File: config.mk
export PLATFORM = sky130hd
export DESIGN_NAME = ping_pong_rx_drain_control
export DESIGN_NICKNAME = d
export VERILOG_FILES = /design/src/rtl/ppdrain_pkg.sv /design/src/rtl/ppdrain_calc.sv /design/src/rtl/ping_pong_rx_drain_control.sv
export SDC_FILE = /design/constraint.sdc
export NUM_CORES = 1
export LEC_CHECK = 0
export ABC_AREA = 1
export ABC_CLOCK_PERIOD_IN_PS = 9420
export BUFFER_PORTS_ARGS = -buffer_cell sky130_fd_sc_hd__buf_4
export CAP_MARGIN = 20
export CORE_AREA = 2 2 154 156
export DETAILED_ROUTE_END_ITERATION = 6
export DIE_AREA = 0 0 156 158
export PLACE_DENSITY = 0.85
export SLEW_MARGIN = 20
export SYNTH_ARGS = -nofsm -noshare
export SYNTH_HDL_FRONTEND = slang
export SYNTH_HIERARCHICAL = 1
export SYNTH_SLANG_ARGS = --single-unit
export TNS_END_PERCENT = 5
File: constraint.sdc
create_clock -name clk -period 9.42 [get_ports clk]
set_input_delay 1.884 -clock clk [delete_from_list [all_inputs] [get_ports clk]]
set_output_delay 1.884 -clock clk [all_outputs]
set_load 0.01 [all_outputs]
File: src/rtl/ppdrain_pkg.sv
`default_nettype none

package ppdrain_pkg;

    // Buffer geometry: two halves of HALF_BYTES each, drained in chunks.
    localparam int unsigned HALF_BYTES  = 4096;
    localparam int unsigned CYCLE_BYTES = 2 * HALF_BYTES;
    localparam int unsigned CHUNK_BYTES = 1024;

    // Field widths of the register snapshot and the result.
    localparam int unsigned PTR_W  = 14;
    localparam int unsigned LEN_W  = 13;
    localparam int unsigned ADDR_W = 13;
    localparam int unsigned MODE_W = 2;

    // Read offset runs modulo CYCLE_BYTES; its top bit selects the half.
    localparam int unsigned OFF_W  = $clog2(CYCLE_BYTES);
    localparam int unsigned HOFF_W = $clog2(HALF_BYTES);

    // Receiver state codes.
    localparam logic [MODE_W-1:0] MODE_IDLE     = 2'd0;
    localparam logic [MODE_W-1:0] MODE_LISTEN   = 2'd1;
    localparam logic [MODE_W-1:0] MODE_OVERFLOW = 2'd2;

    // Register write ordered with each result.
    typedef enum logic [1:0] {
        ACT_NONE     = 2'd0,
        ACT_SETUP    = 2'd1,
        ACT_OVERFLOW = 2'd2,
        ACT_REFILL   = 2'd3
    } write_action_t;

    // One snapshot of the receiver's double-buffer registers.
    typedef struct packed {
        logic [PTR_W-1:0]  prime_ptr;
        logic [LEN_W-1:0]  prime_len;
        logic [PTR_W-1:0]  alt_ptr;
        logic [LEN_W-1:0]  alt_len;
        logic [MODE_W-1:0] rx_mode;
    } rx_snap_t;

    // Read runs and register write-back for one snapshot.
    typedef struct packed {
        logic [ADDR_W-1:0] read_addr;
        logic [LEN_W-1:0]  run_len;
        logic [ADDR_W-1:0] flip_addr;
        logic [LEN_W-1:0]  flip_len;
        write_action_t     write_action;
        logic [PTR_W-1:0]  new_prime_ptr;
        logic [LEN_W-1:0]  new_prime_len;
        logic [PTR_W-1:0]  new_alt_ptr;
        logic [LEN_W-1:0]  new_alt_len;
        logic [MODE_W-1:0] new_rx_mode;
        logic              snapshot_fault;
    } drain_res_t;

    // Read offset update produced alongside each result.
    typedef struct packed {
        logic             load;
        logic [OFF_W-1:0] value;
    } off_upd_t;

endpackage

`default_nettype wire

File: src/rtl/ppdrain_calc.sv
`default_nettype none

module ppdrain_calc (
    input  ppdrain_pkg::rx_snap_t   snap,
    input  logic [ppdrain_pkg::OFF_W-1:0] offset,
    output ppdrain_pkg::drain_res_t res,
    output ppdrain_pkg::off_upd_t   off_upd
);
    import ppdrain_pkg::*;

    localparam int unsigned SUM_W = PTR_W + 1;

    logic [SUM_W-1:0]  end_p;
    logic [SUM_W-1:0]  end_a;
    logic              p_h1;
    logic              alt_armed;
    logic              rhalf;
    logic [HOFF_W-1:0] rho;
    logic [PTR_W-1:0]  rbase;
    logic [PTR_W-1:0]  obase;
    logic [PTR_W-1:0]  nbase;
    logic [SUM_W-1:0]  diff_o;
    logic [SUM_W-1:0]  diff_r;
    logic              geom_fault;
    logic              pos_fault;
    logic [PTR_W-1:0]  len_raw;
    logic [PTR_W-1:0]  flen_raw;
    logic [PTR_W-1:0]  run_sum;
    logic [PTR_W-1:0]  len;
    logic [PTR_W-1:0]  flen;
    logic [OFF_W-1:0]  noff;
    logic              unread;
    logic              fault;
    write_action_t     action;

    // Region ends and which half the prime region sits in.
    assign end_p     = {1'b0, snap.prime_ptr} + SUM_W'(snap.prime_len);
    assign end_a     = {1'b0, snap.alt_ptr} + SUM_W'(snap.alt_len);
    assign p_h1      = (end_p == SUM_W'(CYCLE_BYTES));
    assign alt_armed = (end_a != '0);

    // Current read position split into half and position within the half.
    assign rhalf = offset[OFF_W-1];
    assign rho   = offset[HOFF_W-1:0];
    assign rbase = rhalf ? PTR_W'(HALF_BYTES) : '0;
    assign obase = rhalf ? '0 : PTR_W'(HALF_BYTES);
    assign nbase = p_h1 ? '0 : PTR_W'(HALF_BYTES);

    assign diff_o = {1'b0, snap.prime_ptr} - {1'b0, obase};
    assign diff_r = {1'b0, snap.prime_ptr} - {1'b0, rbase};

    // The prime end and any armed alternate end must sit on half boundaries and differ.
    assign geom_fault = (end_p != SUM_W'(HALF_BYTES) && end_p != SUM_W'(CYCLE_BYTES))
                     || (end_p == end_a)
                     || (alt_armed && end_a != SUM_W'(HALF_BYTES)
                                   && end_a != SUM_W'(CYCLE_BYTES));

    // Read position against the write position.
    always_comb
    begin
        if (alt_armed)
        begin
            pos_fault = (rhalf != p_h1)
                     || ({1'b0, snap.prime_ptr} < SUM_W'(offset))
                     || (diff_r > SUM_W'(HALF_BYTES));
            len_raw   = PTR_W'(snap.prime_ptr - PTR_W'(offset));
            flen_raw  = '0;
        end
        else
        begin
            pos_fault = (rhalf == p_h1)
                     || (snap.prime_ptr < obase)
                     || (diff_o > SUM_W'(HALF_BYTES));
            len_raw   = PTR_W'(HALF_BYTES) - PTR_W'(rho);
            flen_raw  = diff_o[PTR_W-1:0];
        end
    end

    // Clamp the two runs to one chunk and advance the offset.
    assign run_sum = len_raw + flen_raw;

    always_comb
    begin
        if (len_raw > PTR_W'(CHUNK_BYTES))
        begin
            len  = PTR_W'(CHUNK_BYTES);
            flen = '0;
        end
        else if (run_sum > PTR_W'(CHUNK_BYTES))
        begin
            len  = len_raw;
            flen = PTR_W'(CHUNK_BYTES) - len_raw;
        end
        else
        begin
            len  = len_raw;
            flen = flen_raw;
        end
    end

    assign noff   = offset + len[OFF_W-1:0] + flen[OFF_W-1:0];
    assign unread = (noff[OFF_W-1] != p_h1);

    // Choose the register write and collect all fault conditions.
    always_comb
    begin
        action = ACT_NONE;
        fault  = geom_fault || pos_fault;
        if (snap.rx_mode == MODE_OVERFLOW && snap.prime_len != '0)
        begin
            fault = 1'b1;
        end
        if (unread)
        begin
            if (alt_armed)
            begin
                fault = 1'b1;
            end
        end
        else if (snap.rx_mode == MODE_OVERFLOW)
        begin
            action = ACT_OVERFLOW;
        end
        else if (!alt_armed)
        begin
            if (snap.rx_mode != MODE_LISTEN)
            begin
                fault = 1'b1;
            end
            action = ACT_REFILL;
        end
    end

    // Assemble the result transaction and the offset update.
    always_comb
    begin
        res           = '0;
        off_upd.load  = 1'b0;
        off_upd.value = noff;
        if (snap.rx_mode == MODE_IDLE)
        begin
            res.write_action  = ACT_SETUP;
            res.new_prime_len = LEN_W'(HALF_BYTES);
            res.new_alt_ptr   = PTR_W'(HALF_BYTES);
            res.new_alt_len   = LEN_W'(HALF_BYTES);
            res.new_rx_mode   = MODE_LISTEN;
            off_upd.load      = 1'b1;
            off_upd.value     = '0;
        end
        else if (fault)
        begin
            res.snapshot_fault = 1'b1;
        end
        else
        begin
            res.read_addr    = ADDR_W'(offset);
            res.run_len      = LEN_W'(len);
            res.flip_addr    = ADDR_W'(obase);
            res.flip_len     = LEN_W'(flen);
            res.write_action = action;
            off_upd.load     = 1'b1;
            unique case (action)
                ACT_OVERFLOW:
                begin
                    res.new_prime_ptr = nbase;
                    res.new_prime_len = LEN_W'(HALF_BYTES);
                    res.new_rx_mode   = MODE_LISTEN;
                end
                ACT_REFILL:
                begin
                    res.new_alt_ptr = nbase;
                    res.new_alt_len = LEN_W'(HALF_BYTES);
                end
                default:
                begin
                    res.new_rx_mode = '0;
                end
            endcase
        end
    end

endmodule

`default_nettype wire

File: src/rtl/ping_pong_rx_drain_control.sv
// The input register captures each accepted snapshot; the result register loads the
// result computed from it whenever free. Throughput: one snapshot per cycle while
// results are taken; the read offset is updated as each non-faulting snapshot leaves
// the input register, so back-to-back snapshots see the updated offset.
// Reset (rst_n low, asynchronous) empties both stages and clears the read offset.
`default_nettype none

module ping_pong_rx_drain_control (
    input  logic                   clk,
    input  logic                   rst_n,
    input  logic                   snap_valid,
    output logic                   snap_ready,
    input  ppdrain_pkg::rx_snap_t  snap,
    output logic                   res_valid,
    input  logic                   res_ready,
    output ppdrain_pkg::drain_res_t res
);
    import ppdrain_pkg::*;

    logic             snap_valid_reg;
    logic             snap_valid_next;
    rx_snap_t         snap_reg;
    logic             res_valid_reg;
    logic             res_valid_next;
    drain_res_t       res_reg;
    drain_res_t       res_calc;
    logic [OFF_W-1:0] offset_reg;
    logic [OFF_W-1:0] offset_next;
    off_upd_t         off_upd;
    logic             res_free;
    logic             advance;

    // Handshake: the result register frees up when empty or being taken.
    assign res_free   = !res_valid_reg || res_ready;
    assign advance    = snap_valid_reg && res_free;
    assign snap_ready = !snap_valid_reg || res_free;

    assign snap_valid_next = snap_ready ? snap_valid : snap_valid_reg;
    assign res_valid_next  = res_free ? snap_valid_reg : res_valid_reg;
    assign offset_next     = (advance && off_upd.load) ? off_upd.value : offset_reg;

    // Per-snapshot drain computation.
    ppdrain_calc u_calc (
        .snap    (snap_reg),
        .offset  (offset_reg),
        .res     (res_calc),
        .off_upd (off_upd)
    );

    // Control state.
    always_ff @(posedge clk or negedge rst_n)
    begin
        if (!rst_n)
        begin
            snap_valid_reg <= 1'b0;
            res_valid_reg  <= 1'b0;
            offset_reg     <= '0;
        end
        else
        begin
            snap_valid_reg <= snap_valid_next;
            res_valid_reg  <= res_valid_next;
            offset_reg     <= offset_next;
        end
    end

    // Payload registers.
    always_ff @(posedge clk)
    begin
        if (snap_valid && snap_ready)
        begin
            snap_reg <= snap;
        end
        if (advance)
        begin
            res_reg <= res_calc;
        end
    end

    assign res_valid = res_valid_reg;
    assign res       = res_reg;

endmodule

`default_nettype wire

==> qor_table.md <==
| Parameter | Value |
| --- | --- |
| Std-Cell Rows | 56 |
| Commonest non-fill, non-tap cells in the layout | 291 x nand2_1, 209 x inv_1, 189 x buf_4 |
| Power density normalized to cell area | 221 nW/µm² |
| Most common cell after layout, fill and taps aside | nand2_1 |
| Transition time at the pin with the least slew margin | 913 ps |
| Arrival time reported for the critical path endpoint | 9100 ps |
| Synth area leaders | edfxtp_1 40%, nand2_1 8.8%, inv_1 6.4% |
| Largest stage delay, worst path | 510 ps |
| Gp weighted congestion | 1.04 |
| Post-synth cell types | 55 |
| Number of fillers in the final layout | 1,916 |
| Root Driver | clkbuf_16 |
| Worst flop-to-flop path startpoint | snap_reg[2] |
| First-pass iteration count of the detailed router | 7 |
| Half-perimeter wire length of the detailed placement result | 24.7 mm |
| Initial antenna violation count | 0 |
| Final global-route overflow total | 0 |
| Num CTS Buffers | 17 |
| Final Power | 0.00322 W |
| Aggregate global-route resource usage | 25.7% |
| Tightest Hold Check Type | reg2reg |
| Cell with the biggest individual delay on the critical path | fa_1 |
| Via count of the routed design | 10,300 |
| Die Area | 24,600 µm² |
| Leakage power figure | 6.94 nW |
| Detailed Route Iter0 Violations | 1,074 |
| Synthesis warning total | 6 |
| Clock period minus worst slack | 8780 ps |
| Cell repeated most along the worst path | nand2_1 |
| TritonCTS clock tree | done |
| Final setup viols | 0 |
| FF+latch area | 5390 µm² |
| Critical path class | reg2reg |
| Post-synthesis cell count | 1,436 |
| Post-detailed-routing wire length | 31.8 mm |
| Top-Level Pins | 173 |
| Routed Antenna Nets | 0 |
| Proportion of synthesized area in mux cells | 0% |
| Status | finished, violations left |
| Area of the core | 23,100 µm² |
| Via count of the first global-routing pass | 9,675 |
| Die boundary width | 156 µm |
| Simple-gate area share of the yosys netlist | 27.7% |
| Maximum fanout count along the critical path | 12 |
| Worst hold path startpoint | offset_reg[10] |
| Sum Neg Setup Slack | 0 ps |
| Footprint of the multi-input gates | 5900 µm² |
| IR drop worst, VDD | 0.000151 V |
| Synth area leader | edfxtp_1 |
| Synth-to-layout area growth | 17.4% |
| Global-route wire length before repair | 48.9 mm |
| Fraction of the cycle the final worst path needs | 93.2% |
| Number of register bits inferred by synthesis | 182 |
| Number of flip-flops under the largest register name | 111 |
| Drc violations | 1 |
| Highest Clock Rate | 114 MHz |
| Failing checks | design-rule violations |
| Chip Height | 158 µm |
| Latest clock arrival within the worst-skew pair | 440 ps |
| FF-to-FF End | offset_reg[9] |
| CP Capture Type | flop |
| Critical Path Source Type | flop |
| CTS H-tree lvls | 4 |
| Worst Hold Path Cells | 2 |
| Synth Area per Inst | 8.67 µm² |
| Nets | 1,768 |
| Fraction of the mapped netlist area in compound gates | 5.26% |
| XOR/XNOR Fraction of Synth Area | 2.96% |
| Dominant combinational cell family by area after synthesis | simple AND/OR/NAND/NOR gates |
| Worst max-slew margin expressed relative to the limit | 39.2% |
| Worst path top cell family by delay | simple AND/OR/NAND/NOR gates |
| Clock Sinks | 182 |
| Port Buffers | 172 |
| Total buffers and inverters traversed by the critical path | 7 |
| Number of max-slew violations in the final report | 0 |
| Hold Crit Endpoint | offset_reg[10] |
| Number of cells on the worst reg-to-reg path | 54 |
| Diodes inserted | 0 |
| Synth top area share | 40.3% |
| Share of final-layout standard cells stronger than drive strength 1 | 20.9% |
| Count of maximum capacitance violations | 0 |
| Required time worst endpoint | 9740 ps |
| Clock transition at the register clock pins on the worst setup and hold paths after CTS | 80 ps |
| Share of synthesized area occupied by flip-flops and latches | 43.3% |
| R2R Setup Slk | 640 ps |
| Final Hold Viols | 0 |
| Summed instance area of the synthesized netlist | 12,400 µm² |
| Mean number of vias per cell | 5.35 |
| Effective utilization at floorplan | 54.0% |
| Number of buffers on the longest clock path | 2 |
| Area share of fa/ha/maj cells after synthesis | 8.80% |
| Wire per inst | 16.4 µm |
| Largest clock skew in the final design | 12.2 ps |
| Maximum number of pins on one net before global-route repair | 94 |
## synthesized netlist by cell type (all sizes together)
master and count:
nand2 327, inv 221, nor2 170, edfxtp 167, nand3 102, buf 83
ha 62, a21oi 59, nand4 44, xor2 36, o21ai 34, nor3 33
fa 16, dfrtp 15, nand3b 11, nor4 7, xnor2 6, and2 4
o211ai 4, o21bai 4, or2 4, and3 3, nor3b 3, o2111ai 3
o31ai 3, a211oi 2, clkbuf 2, nor4b 2, o21a 2, a21boi 1
a22oi 1, a31oi 1, a41oi 1, clkinv 1, conb 1, o311ai 1
## logic make-up after synthesis
kind of cell | Yosys count
and+or+nand+nor | 710
xor gates and xnor gates | 42
other | 1
AOI/OAI and AO/OA | 116
adders and majority gates | 78
buffers and inverters | 307
DFF | 182
## power breakdown
part | switching (W) | internal (W) | leakage [nW] | total (W)
Sequential | 0.0000668 | 0.000981 | 1.81 | 0.00105
Clock | 0.000360 | 0.000364 | 0.294 | 0.000724
Combinational | 0.000946 | 0.000504 | 4.84 | 0.00145
Total | 0.00137 | 0.00185 | 6.94 | 0.00322
## worst max-delay path by stage
stage | end | cells past startpoint | startpoint
floorplan | res[0] | 2 | res_ready
global placement | offset_reg[0] | 56 | snap_reg[2]
detailed placement | offset_reg[12] | 56 | snap_reg[2]
CTS | offset_reg[7] | 56 | snap_reg[2]
global route | offset_reg[9] | 56 | snap_reg[2]
finish | offset_reg[9] | 54 | snap_reg[2]
## what timing repair did
| item | 4_1_cts | 5_1_grt |
|---|---|---|
| buffers inserted | 0 | 12 |
| resized for setup | 0 | 23 |
| hold endpoints to repair | 0 | 0 |
| setup endpoints to repair | 0 | 59 |
| hold buffers | 0 | 0 |
## layout make-up
class | count | area share (%)
Tap cell | 290 | 2.48
Inverter | 222 | 5.76
Clock inverter | 14 | 1.09
Clock buffer | 18 | 3.01
Multi-Input combinational cell | 1012 | 40.4
Sequential cell | 182 | 36.9
Timing Repair Buffer | 195 | 10.4
## routing by layer
layer	share of wire, %	GRT usage, %
met1	40	32.4
met5	0	0
met3	7.1	4.27
met2	48	43.3
met4	4.1	12.0
## metrics by stage
step | setup WS [ps] | cells | hold WS, ps | cell area (µm²) | util [%]
finish | 642 | 1933 | 607 | 14600 | 63.4
global route | -49.3 | 1933 | 648 | 14600 | 63.4
CTS | 335 | 1921 | 599 | 14400 | 62.4
detailed placement | 382 | 1889 | 578 | 13800 | 59.8
global placement | 676 | 1889 | 568 | 13800 | 59.8
floorplan | 1500 | 1501 | 518 | 12700 | -
## worst register-to-register path: cells and delay by family (launching register included)
| kind | cells | cell delay (ps) |
|---|---|---|
| AO/OA/AOI/OAI | 7 | 1030 |
| buffers and inverters | 7 | 880 |
| adder cells (fa/ha/maj) | 5 | 1870 |
| XOR/XNOR | 1 | 260 |
| AND/OR/NAND/NOR | 34 | 4270 |
| flip-flops | 1 | 340 |
No activity file was read; power rests on OpenSTA's default activity.
